`config.mk`:
```
export PLATFORM = sky130hd
export DESIGN_NAME = compass_frame_parser_core
export DESIGN_NICKNAME = d
export VERILOG_FILES = /design/src/cfp_pkg.sv /design/src/cfp_front.sv /design/src/cfp_queue.sv /design/src/cfp_back.sv /design/src/compass_frame_parser_core.sv
export SDC_FILE = /design/constraint.sdc
export NUM_CORES = 1
export LEC_CHECK = 0
export ABC_CLOCK_PERIOD_IN_PS = 11950
export BUFFER_PORTS_ARGS = -buffer_cell sky130_fd_sc_hd__clkbuf_2
export CAP_MARGIN = 20
export CORE_ASPECT_RATIO = 0.7
export CORE_MARGIN = 2
export CORE_UTILIZATION = 50
export CTS_CLUSTER_SIZE = 16
export DETAILED_ROUTE_END_ITERATION = 10
export HOLD_SLACK_MARGIN = 0.03
export MAX_ROUTING_LAYER = met4
export PLACE_DENSITY = 0.69
export SYNTH_ARGS = -nofsm -noshare
export SYNTH_HDL_FRONTEND = slang
export SYNTH_HIERARCHICAL = 1
export SYNTH_SLANG_ARGS = --single-unit
export TNS_END_PERCENT = 20
```
`constraint.sdc`:
```
create_clock -name clk_i -period 11.95 [get_ports clk_i]
set_input_delay 0.5975 -clock clk_i [delete_from_list [all_inputs] [get_ports clk_i]]
set_output_delay 0.5975 -clock clk_i [all_outputs]
set_load 0.01 [all_outputs]
```
`src/cfp_pkg.sv`:
```
`timescale 1ns / 1ps
// ----------------------------------------------------------------------------
// cfp_pkg
// Shared constants and types of the compass frame parser.
// ----------------------------------------------------------------------------
package cfp_pkg;

  localparam int unsigned ByteW  = 8;
  localparam int unsigned PosW   = 4;
  localparam int unsigned FieldW = 16;

  localparam logic [ByteW-1:0] SyncFirst  = 8'hB5;
  localparam logic [ByteW-1:0] SyncSecond = 8'h62;

  localparam logic [PosW-1:0] PosHunt      = 4'd0;
  localparam logic [PosW-1:0] PosSync      = 4'd1;
  localparam logic [PosW-1:0] PosBodyFirst = 4'd2;
  localparam logic [PosW-1:0] PosDataFirst = 4'd6;
  localparam logic [PosW-1:0] PosDataLast  = 4'd11;
  localparam logic [PosW-1:0] PosChkA      = 4'd12;
  localparam logic [PosW-1:0] PosChkB      = 4'd13;

  localparam int unsigned DataW = 6 * ByteW;

  typedef struct packed {
    logic [ByteW-1:0] data;
    logic [PosW-1:0]  pos;
  } body_item_t;

endpackage

```
`src/cfp_front.sv`:
```
`timescale 1ns / 1ps
// ----------------------------------------------------------------------------
// cfp_front
// Sync hunt and byte position tracking; forwards frame body bytes.
// ----------------------------------------------------------------------------
module cfp_front (
  input  logic                     clk_i,
  input  logic                     rst_ni,
  input  logic                     in_valid_i,
  output logic                     in_ready_o,
  input  logic [cfp_pkg::ByteW-1:0] rx_byte_i,
  output logic                     push_valid_o,
  output cfp_pkg::body_item_t      push_item_o,
  input  logic                     queue_full_i
);
  import cfp_pkg::*;

  logic [PosW-1:0] count_q, count_d;
  logic            in_body;
  logic            accept;

  assign in_body      = (count_q >= PosBodyFirst) && (count_q <= PosChkB);
  assign in_ready_o   = !in_body || !queue_full_i;
  assign accept       = in_valid_i && in_ready_o;
  assign push_valid_o = accept && in_body;
  assign push_item_o  = '{data: rx_byte_i, pos: count_q};

  always_comb begin
    count_d = count_q;
    if (accept) begin
      if (count_q == PosHunt) begin
        if (rx_byte_i == SyncFirst) count_d = PosSync;
      end else if (count_q == PosSync) begin
        if (rx_byte_i == SyncSecond) count_d = PosBodyFirst;
        else if (rx_byte_i != SyncFirst) count_d = PosHunt;
      end else if (count_q >= PosChkB) begin
        count_d = PosHunt;
      end else begin
        count_d = count_q + 4'd1;
      end
    end
  end

  always_ff @(posedge clk_i or negedge rst_ni) begin
    if (!rst_ni) count_q <= PosHunt;
    else count_q <= count_d;
  end

endmodule

```
`src/cfp_queue.sv`:
```
`timescale 1ns / 1ps
// ----------------------------------------------------------------------------
// cfp_queue
// Two-entry queue of body bytes between front and back.
// ----------------------------------------------------------------------------
module cfp_queue (
  input  logic                clk_i,
  input  logic                rst_ni,
  input  logic                push_i,
  input  cfp_pkg::body_item_t push_item_i,
  output logic                full_o,
  output logic                pop_valid_o,
  output cfp_pkg::body_item_t pop_item_o,
  input  logic                pop_i
);
  import cfp_pkg::*;

  body_item_t mem_q [2];
  logic       wr_ptr_q, rd_ptr_q;
  logic [1:0] cnt_q;
  logic       do_push, do_pop;

  assign full_o      = (cnt_q == 2'd2);
  assign pop_valid_o = (cnt_q != 2'd0);
  assign pop_item_o  = mem_q[rd_ptr_q];
  assign do_push     = push_i && !full_o;
  assign do_pop      = pop_i && pop_valid_o;

  always_ff @(posedge clk_i) begin
    if (do_push) mem_q[wr_ptr_q] <= push_item_i;
  end

  always_ff @(posedge clk_i or negedge rst_ni) begin
    if (!rst_ni) begin
      wr_ptr_q <= 1'b0;
      rd_ptr_q <= 1'b0;
      cnt_q    <= 2'd0;
    end else begin
      if (do_push) wr_ptr_q <= !wr_ptr_q;
      if (do_pop) rd_ptr_q <= !rd_ptr_q;
      if (do_push && !do_pop) cnt_q <= cnt_q + 2'd1;
      else if (do_pop && !do_push) cnt_q <= cnt_q - 2'd1;
    end
  end

endmodule

```
`src/cfp_back.sv`:
```
`timescale 1ns / 1ps
// ----------------------------------------------------------------------------
// cfp_back
// Fletcher checksum, field capture and registered result output.
// ----------------------------------------------------------------------------
module cfp_back (
  input  logic                             clk_i,
  input  logic                             rst_ni,
  input  logic                             pop_valid_i,
  input  cfp_pkg::body_item_t              pop_item_i,
  output logic                             pop_o,
  output logic                             out_valid_o,
  input  logic                             out_ready_i,
  output logic signed [cfp_pkg::FieldW-1:0] field_x_o,
  output logic signed [cfp_pkg::FieldW-1:0] field_y_o,
  output logic signed [cfp_pkg::FieldW-1:0] field_z_o
);
  import cfp_pkg::*;

  logic [ByteW-1:0]  sum_a_q, sum_a_d, sum_b_q, sum_b_d, chk_a_q;
  logic [DataW-1:0]  data_q;
  logic              out_valid_q, out_valid_d;
  logic              is_last, match;
  logic [ByteW-1:0]  b;

  assign b       = pop_item_i.data;
  assign is_last = (pop_item_i.pos == PosChkB);
  assign pop_o   = pop_valid_i && (!is_last || !out_valid_q || out_ready_i);
  assign match   = (chk_a_q == sum_a_q) && (b == sum_b_q);

  always_comb begin
    sum_a_d = sum_a_q;
    sum_b_d = sum_b_q;
    if (pop_o) begin
      if (pop_item_i.pos == PosBodyFirst) begin
        sum_a_d = b;
        sum_b_d = b;
      end else if (pop_item_i.pos <= PosDataLast) begin
        sum_a_d = sum_a_q + b;
        sum_b_d = sum_b_q + sum_a_d;
      end
    end
    out_valid_d = out_valid_q && !out_ready_i;
    if (pop_o && is_last && match) out_valid_d = 1'b1;
  end

  always_ff @(posedge clk_i) begin
    sum_a_q <= sum_a_d;
    sum_b_q <= sum_b_d;
    if (pop_o && pop_item_i.pos >= PosDataFirst && pop_item_i.pos <= PosDataLast) begin
      data_q <= {data_q[DataW-ByteW-1:0], b};
    end
    if (pop_o && pop_item_i.pos == PosChkA) chk_a_q <= b;
    if (pop_o && is_last && match) begin
      field_x_o <= data_q[DataW-1 -: FieldW];
      field_y_o <= data_q[DataW-FieldW-1 -: FieldW];
      field_z_o <= data_q[FieldW-1:0];
    end
  end

  always_ff @(posedge clk_i or negedge rst_ni) begin
    if (!rst_ni) out_valid_q <= 1'b0;
    else out_valid_q <= out_valid_d;
  end

  assign out_valid_o = out_valid_q;

endmodule

```
`src/compass_frame_parser_core.sv`:
```
`timescale 1ns / 1ps
// ----------------------------------------------------------------------------
// compass_frame_parser_core
// Sync hunt, 14-byte frame collection, Fletcher check and field output.
// ----------------------------------------------------------------------------
// throughput: one byte per cycle; the front stalls only when the queue is full
// result: out_valid is registered when the back pops the last checksum byte from the queue and the checksum matches
// a waiting result stalls only the final byte of the next frame in the queue
// reset: asynchronous, active low; clears sync state, queue and output valid
module compass_frame_parser_core (
  input  logic                              clk_i,
  input  logic                              rst_ni,
  input  logic                              in_valid_i,
  output logic                              in_ready_o,
  input  logic [cfp_pkg::ByteW-1:0]         rx_byte_i,
  output logic                              out_valid_o,
  input  logic                              out_ready_i,
  output logic signed [cfp_pkg::FieldW-1:0] field_x_o,
  output logic signed [cfp_pkg::FieldW-1:0] field_y_o,
  output logic signed [cfp_pkg::FieldW-1:0] field_z_o
);
  import cfp_pkg::*;

  logic       push_valid, queue_full, pop_valid, pop;
  body_item_t push_item, pop_item;

  cfp_front u_front (
    .clk_i        (clk_i),
    .rst_ni       (rst_ni),
    .in_valid_i   (in_valid_i),
    .in_ready_o   (in_ready_o),
    .rx_byte_i    (rx_byte_i),
    .push_valid_o (push_valid),
    .push_item_o  (push_item),
    .queue_full_i (queue_full)
  );

  cfp_queue u_queue (
    .clk_i       (clk_i),
    .rst_ni      (rst_ni),
    .push_i      (push_valid),
    .push_item_i (push_item),
    .full_o      (queue_full),
    .pop_valid_o (pop_valid),
    .pop_item_o  (pop_item),
    .pop_i       (pop)
  );

  cfp_back u_back (
    .clk_i       (clk_i),
    .rst_ni      (rst_ni),
    .pop_valid_i (pop_valid),
    .pop_item_i  (pop_item),
    .pop_o       (pop),
    .out_valid_o (out_valid_o),
    .out_ready_i (out_ready_i),
    .field_x_o   (field_x_o),
    .field_y_o   (field_y_o),
    .field_z_o   (field_z_o)
  );

endmodule

```
==> impl_metrics.toml, run 1 <==
[sta]
rsz0062_at_grt = "false"
setup_viol = 0
relSlewSlack_pct = 32.2
worstMarginPinSlew_ns = 1.01
skew_ns = 0.0128
fin_crit_ns = 4.00
fmax_mhz = 250
setup_tns_ns = 0
hold_viol_final = 0
drv_slew = 0
period_share_pct = 33.5

[grt]
grt_pass1_vias = 3333
grt_pass1_wl_mm = 17.4
track_usage_pct = 17.8
grt_max_degree = 49
antenna_found_initial = 0
grt_overflow = 0

[finish]
drive_gt1_share_pct = 26.2
final_common_cell = "edfxtp_1"
final_cell_mix = "edfxtp_1, clkbuf_2, nand2_1, ha_1, nor2_1"
syn2layout_area_growth_pct = 16.6
antenna_cells = 0
fin_nets = 487
layout.cells.non_filler = 627

[synthesis]
yosys_most_used_dff = "edfxtp_1"
ys_seq_area_share_pct = 73.2
synth_fp_nets = 418
yosysTopAreaCellShare_pct = 69.6
synthCells = 383
yosys-top-cells-area = "edfxtp_1, ha_1, dfrtp_1"
async_reset_ff_share_pct = 5.88
ys_seq_elements = 153
synth_area_mm2 = 0.00622
synth_largest_area_cell = "edfxtp_1"
synth_edf_count = 144
synth.distinct_cells = 50
yosysWarnings = 6
syn_avg_cell_area_um2 = 16.2

[floorplan]
row_count = 34
core_area_mm2 = 0.0123
die_x_um = 137
io_pins = 62
fp.dieH_um = 97.3
start_util_pct = 50.6
die_area_mm2 = 0.0134

[clock_tree]
htreeDepth = 4
postCtsHoldBufs = 0
cts_buffers = 17
clk_pin_slew_ns = 0.07
cts_resized = 0
cts_tree = "yes"
clock_sinks = 153
cts_setup_buffers = 0
ctsRootBufferMaster = "clkbuf_16"
clockBufferDepth = 2
clock_latency_ns = 0.41

[critical_path]
endpoint_kind = "flip-flop"
r2r_cells = 14
cp_max_fo = 13
r2r_end = "u_back/sum_b_q[7]$_DFFE_PP_"
path_cells = "mux2_2, ha_1, fa_1, a21o_1, a21oi_2, o21bai_1, a21oi_1, xnor2_1, ha_1, or3b_1, nor4_1, a211o_1, xnor2_1, o21ai_1"
r2r-start = "u_queue/rd_ptr_q$_DFFE_PN0P_"
worstPathArrival_ns = 4.17
worst-path-buf-inv = 0
path_delay_family = "compound AO/OA/AOI/OAI gates"
path_class = "flip-flop to flip-flop"
startpoint_type = "flip-flop"
crit_slowest_cell = "dfrtp_1"
reg2reg_slack_ns = 7.95
slowest_delay_ns = 0.68
required_ns = 12.11

[route]
wirelength_mm = 10.7
vias = 3279
drtPass1Iterations = 4
antenna_left = 0
drtIter0Drc = 211
dr_wl_met3_um = 703
avgRoutedWirePerCell_um = 17.1
vias_per_cell = 5.23
routed.top_layer = "met4"
dr_wl_met2_mm = 5.05
drc_errors = 0
wl_met1_mm = 4.90

[power]
p_leak_nw = 2.70
powerDensity_mw_per_mm2 = 333
peakVddDrop_v = 0.000132
total_power_mw = 2.41

[run_status]
status = "complete, no violations"

[place]
dp_hpwl_mm = 7.41
io_buffers = 61
placed_cells = 595
gp_congestion = 0.844

[worst_hold_path]
hold_class = "input port to asynchronous set/reset pin"

[flow_run]
cap_viol_max_count = 0
[layer usage]
| metal | vias up | track usage (%) |
|---|---|---|
| li1 | 1572 | - |
| met1 | 1603 | 25.5 |
| met2 | 97 | 25.5 |
| met3 | 7 | 4.23 |
| met4 | 0 | 5.23 |
| met5 | - | - |
[power by group]
part           switching [mW]  internal, mW  leakage (nW)
combinational           0.525         0.385         0.975
clock                   0.231         0.279         0.281
sequential              0.104         0.891          1.44
[metrics by stage]
stage	util (%)	instance area, um2	setup slack, ns	hold WS [ns]
after global routing	58.9	7250	7.67	0.0454
after floorplan	-	6220	6.68	0.302
after CTS	58.9	7250	7.97	0.0400
final	58.9	7250	7.95	0.0539
after detailed placement	54.2	6670	8.00	0.406
after global placement	54.2	6670	8.15	0.400
[logic make-up (layout without fill, tap and decap cells)]
family | after synthesis | in the layout | share of synthesized area, %
simple gates | 94 | 94 | 8.05
fa+ha+maj | 23 | 23 | 4.87
xor+xnor | 34 | 34 | 4.79
mux | 14 | 14 | 2.50
flops | 153 | 153 | 73.2
compound gates | 41 | 41 | 4.29
buf+inv | 24 | 106 | 2.33
[registers in the layout (all words and copies together) (netlist names)]
signal	flops
u_back/data_q	48
u_back/field_y_o	16
u_front/count_q	4
u_queue/mem_q	24
u_back/out_valid_o	1
u_back/field_x_o	16
u_back/sum_a_q	8
u_back/chk_a_q	8
u_queue/cnt_q	2
u_back/field_z_o	16
u_queue/wr_ptr_q	1
u_queue/rd_ptr_q	1
u_back/sum_b_q	8
[worst max-delay path by stage]
stage,end,from,slack (ns),depth (start not counted)
floorplan,u_back/field_x_o[0]$_DFFE_PP_,u_queue/rd_ptr_q$_DFFE_PN0P_,6.68,6
global placement,u_back/sum_b_q[7]$_DFFE_PP_,u_queue/rd_ptr_q$_DFFE_PN0P_,8.15,14
detailed placement,u_back/sum_b_q[7]$_DFFE_PP_,u_queue/rd_ptr_q$_DFFE_PN0P_,8.00,14
CTS,u_back/sum_b_q[7]$_DFFE_PP_,u_queue/rd_ptr_q$_DFFE_PN0P_,7.97,14
global route,u_back/sum_b_q[7]$_DFFE_PP_,u_queue/rd_ptr_q$_DFFE_PN0P_,7.67,14
finish,u_back/sum_b_q[7]$_DFFE_PP_,u_queue/rd_ptr_q$_DFFE_PN0P_,7.95,14
[cell usage after synthesis (all sizes together) (3+ instances only)]
library cell and instances:
edfxtp 144, nand2 29, ha 21, nor2 19, xor2 18, xnor2 16
a21oi 14, buf 13, mux2 12, inv 10, o21ai 10, dfrtp 9
nand2b 7, nor4 7, nand3 5, nand4 4, and3 3, nand3b 3
nor3 3, nor3b 3
[layout make-up]
type / count / area [um2]
Clock inverter: 15 / 155
Inverter: 10 / 37.5
Clock buffer: 17 / 425
Timing Repair Buffer: 64 / 328
Sequential cell: 153 / 4550
Tap cell: 162 / 203
Fill cell: 936 / 5050
Multi-Input combinational cell: 206 / 1550
No activity file was read; power rests on OpenSTA's default activity.
==> inputs of run 2 (changes only) <==
Settings changed: ABC_CLOCK_PERIOD_IN_PS 11950 to 3650, PLACE_DENSITY 0.69 to 0.72.
Clock period 11.95 ns to 3.65 ns, I/O delays scaled along.
==> run 2 against run 1 <==
  * Global-route usage rose by 0.28 points
  * Power grew to 3.4 times the previous value
  * Register-to-register slack worse by 7.8 ns
  * Clock skew fell by 0.0051 ns
  * Largest power group unchanged
==> impl_metrics.toml, run 2 (synthesized netlist as in run 1, its figures left out) <==
[run_status]
status = "complete, no violations"

[route]
drc_errors = 0
avgRoutedWirePerCell_um = 16.9
vias_per_cell = 5.27
antenna_left = 0
wirelength_mm = 10.9
drtPass1Iterations = 4
vias = 3389
drtIter0Drc = 266

[critical_path]
path_cells = "mux2_2, ha_1, fa_2, a21o_1, a21oi_2, buf_4, xnor2_2, ha_1, nand3_1, nor2_1, or3_4, a211o_1, xnor2_1, o21ai_1"
crit_slowest_cell = "dfrtp_2"
worst-path-buf-inv = 1
path_class = "flip-flop to flip-flop"
slowest_delay_ns = 0.42
required_ns = 3.82
endpoint_kind = "flip-flop"
cp_max_fo = 6
cp_common_cell = "ha_1"
startpoint_type = "flip-flop"
path_delay_family = "adder cells"
worstPathArrival_ns = 3.68

[finish]
top_regs = "u_back/data_q x48, u_queue/mem_q x24"
largest_reg_flops = 48
stdcell_area_mm2 = 0.00743
seqCellArea_mm2 = 0.00455
drive_gt1_share_pct = 27.4
final_common_cell = "edfxtp_1"
final_cell_mix = "edfxtp_1, clkbuf_2, nand2_1, ha_1, nor2_1"
antenna_cells = 0
multi_input_area_mm2 = 0.00157
fin_nets = 503
syn2layout_area_growth_pct = 19.6
top_register = "u_back/data_q"
fillers = 926

[sta]
skew_ns = 0.00770
setup_viol = 0
hold_viol_final = 0
period_share_pct = 96.1
hold_slack_ns = 0.0689
relSlewSlack_pct = 58.8
worstMarginPinSlew_ns = 0.617
fin_crit_ns = 3.51
drv_slew = 0
rsz0062_at_grt = "false"
fmax_mhz = 285
setup_tns_ns = 0

[power]
p_leak_nw = 2.79
peakVddDrop_v = 0.000521
powerDensity_mw_per_mm2 = 1100

[grt]
track_usage_pct = 18.1
antenna_found_initial = 0
grt_pass1_wl_mm = 17.2
grt_pass1_vias = 3301
grt_overflow = 0
grt_max_degree = 49

[place]
io_buffers = 61
dp_hpwl_mm = 7.36
gp_congestion = 0.851
placedInstanceArea_mm2 = 0.00670

[floorplan]
die_x_um = 137
io_pins = 62
start_util_pct = 50.6
die_area_mm2 = 0.0134
core_area_mm2 = 0.0123
row_count = 34
fp.dieH_um = 97.3

[clock_tree]
clockBufferDepth = 2
htreeDepth = 4
cts_buffers = 17
clk_pin_slew_ns = 0.06
cts_tree = "yes"
ctsRootBufferMaster = "clkbuf_16"
clock_latency_ns = 0.42
clock_sinks = 153

[flow_run]
cap_viol_max_count = 0

[worst_hold_path]
hold_class = "input port to flip-flop"
## run 2: cell types whose count changed in the layout (fill, tap and decap cells not counted), sizes merged
cell / delta
clkinvlp: -1
inv: +1
clkinv: -2
dlygate4sd3: +9
bufinv: +2
buf: +7
## run 2: timing repair
action                                  4_1_cts  5_1_grt
gates resized for setup                       0        6
endpoints found under the setup margin        0        1
hold buffers                                  9        0
buffers inserted                              0        2
hold endpoints to repair                     25        0
## run 2: power breakdown
group	internal (mW)	leakage [nW]	total, mW	switching, mW
clock network	1.03	0.295	1.77	0.737
logic	1.37	1.05	3.16	1.79
registers	2.92	1.44	3.24	0.329
total	5.32	2.79	8.17	2.85
## run 2: final timing paths
kind                                         startpoint                             end  slack [ns]  cells after the start
hold / removal                              out_ready_i    u_back/out_valid_o$_DFF_PN0_        0.07                      3
setup / recovery           u_queue/rd_ptr_q$_DFFE_PN0P_     u_back/sum_b_q[7]$_DFFE_PP_        0.14                     14
min in group asynchronous                        rst_ni    u_queue/cnt_q[0]$_DFFE_PN0P_        0.16                      2
hold reg to reg             u_back/data_q[44]$_DFFE_PP_  u_back/field_x_o[12]$_DFFE_PP_        0.42                      0
setup reg to reg           u_queue/rd_ptr_q$_DFFE_PN0P_     u_back/sum_b_q[7]$_DFFE_PP_        0.14                     14
max in group asynchronous                        rst_ni    u_queue/rd_ptr_q$_DFFE_PN0P_        3.28                      2
## run 2: worst register-to-register path: stages (launching register included)
cell and delay (ns):
dfrtp_2 0.42, mux2_2 0.37, ha_1 0.23, fa_2 0.36
a21o_1 0.19, a21oi_2 0.14, buf_4 0.13, xnor2_2 0.11
ha_1 0.28, nand3_1 0.08, nor2_1 0.06, or3_4 0.38
a211o_1 0.27, xnor2_1 0.17, o21ai_1 0.07
## run 2: through the flow
step	total power, mW	worst slack [ns]	instances	utilization, %
after floorplan	5.54	0.166	383	-
after global placement	6.11	0.194	600	54.5
after detailed placement	6.27	0.0944	600	54.5
after CTS	8.09	0.0540	641	60.1
after global routing	8.71	0.0147	643	60.5
final	8.17	0.141	643	60.5
## run 2: layer usage
metal / part of all wire, % / track usage, % / vias to the layer above
met1: 48 / 25.3 / 1665
met3: 6.0 / 5.89 / 9
met2: 44 / 25.1 / 104
met4: 1.1 / 6.03 / 0
li1: - / - / 1611
met5: 0 / - / -
## run 2: final cells by class
type | count | area share [%]
clock buffers | 17 | 5.72
clock inverters | 15 | 2.39
inverters | 10 | 0.505
multi-input cells | 206 | 21.1
flip-flops and latches | 153 | 61.2
well taps | 162 | 2.73
repair buffers | 80 | 6.33
==> inputs of run 3 (changes only) <==
Settings changed: SYNTH_HIERARCHICAL 1 to default.
==> run 3 against run 2 <==
  * Power barely moved
  * Global-route usage up 0.38 points
  * Sequential cell count stayed put
  * Synthesized cell count is 4.7% lower
  * Via count is 1.5% higher
  * Sequential share of layout area fell by 1.2 points
  * Routed wire length grew 2.2%
  * Sequential power fell by 2%
  * Critical path type unchanged
  * Largest power group is now combinational cells
  * Highest routed layer unchanged
==> impl_metrics.toml, run 3 <==
[place]
io_buffers = 61
placedInstanceArea_mm2 = 0.00674
dp_hpwl_mm = 7.40
gp_congestion = 0.846

[power]
peakVddDrop_v = 0.000527
powerDensity_mw_per_mm2 = 1080
p_leak_nw = 2.83

[critical_path]
path_class = "flip-flop to flip-flop"
reg2reg_slack_ns = 0.09
startpoint_type = "flip-flop"
r2r-start = "u_queue.rd_ptr_q$_DFFE_PN0P_"
r2r_end = "u_back.sum_b_q[7]$_DFFE_PP_"
r2r_cells = 16
slowest_delay_ns = 0.40
path_cells = "mux2i_2, inv_2, ha_4, fa_2, a21o_1, a21oi_2, o21bai_1, a21oi_1, xnor2_1, ha_1, o21ai_2, a21o_1, o211ai_1, and4_1, nor3_2, xnor2_1"
cp_max_fo = 3
required_ns = 3.80
worstPathArrival_ns = 3.71
endpoint_kind = "flip-flop"
crit_slowest_cell = "dfrtp_1"

[finish]
largest_reg_flops = 48
syn2layout_area_growth_pct = 23.4
multi_input_area_mm2 = 0.00157
fillers = 851
fin_nets = 510
top_regs = "u_back.data_q x48, u_queue.mem_q x24"
top_register = "u_back.data_q"
final_cell_mix = "edfxtp_1, clkbuf_2, buf_4, xnor2_1"
stdcell_area_mm2 = 0.00758
seqCellArea_mm2 = 0.00455
drive_gt1_share_pct = 30.3
final_util_pct = 63.9
antenna_cells = 0
final_common_cell = "edfxtp_1"

[clock_tree]
clockBufferDepth = 2
cts_tree = "yes"
clock_latency_ns = 0.42
clock_sinks = 153
htreeDepth = 4
clk_pin_slew_ns = 0.07
ctsRootBufferMaster = "clkbuf_16"
cts_buffers = 17

[synthesis]
ys_seq_area_share_pct = 74.1
synth.distinct_cells = 53
synth_largest_area_cell = "edfxtp_1"
synth.most_common_cell = "edfxtp_1"
synth_edf_count = 144
ys_seq_elements = 153
yosys-top-cells-area = "edfxtp_1, ha_1, dfrtp_1"
yosysTopAreaCellShare_pct = 70.4
synth_area_mm2 = 0.00614
synth_common_cells = "edfxtp_1, xnor2_1, ha_1, nor2_1, a21oi_1"
yosysWarnings = 0
synth_fp_nets = 400
async_reset_ff_share_pct = 5.88
synthCells = 365
syn_avg_cell_area_um2 = 16.8
yosys_most_used_dff = "edfxtp_1"

[floorplan]
die_x_um = 136
core_area_mm2 = 0.0119
die_area_mm2 = 0.0132
start_util_pct = 51.8
row_count = 33
fp.dieH_um = 96.7
io_pins = 62

[sta]
relSlewSlack_pct = 49.8
hold_viol_final = 0
worstMarginPinSlew_ns = 0.753
period_share_pct = 97.4
drv_slew = 0
fin_crit_ns = 3.56
setup_viol = 0
fmax_mhz = 281
skew_ns = 0.00799

[route]
drc_errors = 0
drtIter0Drc = 196
avgRoutedWirePerCell_um = 17.2
wirelength_mm = 11.1
vias_per_cell = 5.33
vias = 3441
drtPass1Iterations = 5
antenna_left = 0

[worst_hold_path]
min_from = "out_ready_i"
hold_path_end = "u_back.out_valid_o$_DFF_PN0_"
min_path_cells = 3
hold_class = "input port to flip-flop"

[grt]
antenna_found_initial = 0
grt_overflow = 0
track_usage_pct = 18.4
grt_pass1_vias = 3351
grt_max_degree = 49
grt_pass1_wl_mm = 17.6

[run_status]
status = "complete, no violations"

[flow_run]
cap_viol_max_count = 0
run 3: power breakdown:
part	leakage [nW]	switching [mW]	internal, mW	total [mW]
clock network	0.289	0.764	0.979	1.74
registers	1.45	0.317	2.86	3.18
logic	1.09	1.75	1.50	3.25
total	2.83	2.83	5.34	8.17
run 3: logic make-up after synthesis:
family                   share of synthesized area [%]
flip-flops                                        74.1
buffers and inverters                             1.28
adder cells (fa/ha/maj)                           4.93
multiplexers                                      2.26
AO/OA/AOI/OAI                                     6.23
AND/OR/NAND/NOR                                   6.36
XOR/XNOR                                          4.85
run 3: timing repair:
item,CTS,global route
setup endpoints to repair,1,1
hold buffers,9,0
setup buffers,0,12
endpoints found under the hold margin,25,0
gates cloned,0,0
pin swaps,0,12
resized for setup,2,13
run 3: per-stage QoR:
| stage | setup TNS [ns] | hold WS (ns) | cells | worst slack, ns | total power, mW |
|---|---|---|---|---|---|
| floorplan | -11.47 | -0.113 | 365 | -0.235 | 5.30 |
| global placement | 0 | 0.0523 | 592 | 0.131 | 5.90 |
| detailed placement | -0.0517 | 0.0651 | 592 | -0.0517 | 6.04 |
| CTS | 0 | 0.0496 | 633 | 0.0137 | 7.85 |
| global route | -0.0352 | 0.0909 | 645 | -0.0352 | 8.67 |
| finish | 0 | 0.0783 | 645 | 0.0950 | 8.17 |
run 3: worst max path at each step:
stage	from	endpoint	slack, ns	cells after the start
final	u_queue.rd_ptr_q$_DFFE_PN0P_	u_back.sum_b_q[7]$_DFFE_PP_	0.09	16
after global routing	u_queue.rd_ptr_q$_DFFE_PN0P_	u_back.sum_b_q[7]$_DFFE_PP_	-0.04	16
after CTS	u_queue.rd_ptr_q$_DFFE_PN0P_	u_back.sum_b_q[7]$_DFFE_PP_	0.01	15
after detailed placement	u_queue.rd_ptr_q$_DFFE_PN0P_	u_back.sum_b_q[7]$_DFFE_PP_	-0.05	16
after global placement	u_queue.rd_ptr_q$_DFFE_PN0P_	u_back.sum_b_q[7]$_DFFE_PP_	0.13	16
after floorplan	u_queue.rd_ptr_q$_DFFE_PN0P_	u_back.data_q[0]$_DFFE_PP_	-0.23	6
run 3: final cells by class:
type,count,share of cell area (%)
flip-flops and latches,153,60.0
multi-input cells,195,20.8
repair buffers,96,8.01
clock buffers,17,5.61
well taps,157,2.59
clock inverters,15,2.38
inverters,12,0.594
run 3: layer usage:
layer  global-route usage [%]  share of wire [%]
met5                        -                  0
met4                     6.89                1.1
met3                     5.14                6.8
met2                     26.2                 45
met1                     25.5                 47
run 3: worst max-delay path: cells and delay by family (launching register included):
kind	cells	cell delay [ns]
adder cells (fa/ha/maj)	3	0.89
flip-flops	1	0.40
AO/OA/AOI/OAI	7	1.07
AND/OR/NAND/NOR	2	0.28
buffers and inverters	1	0.09
XOR/XNOR	2	0.26
multiplexers	1	0.30
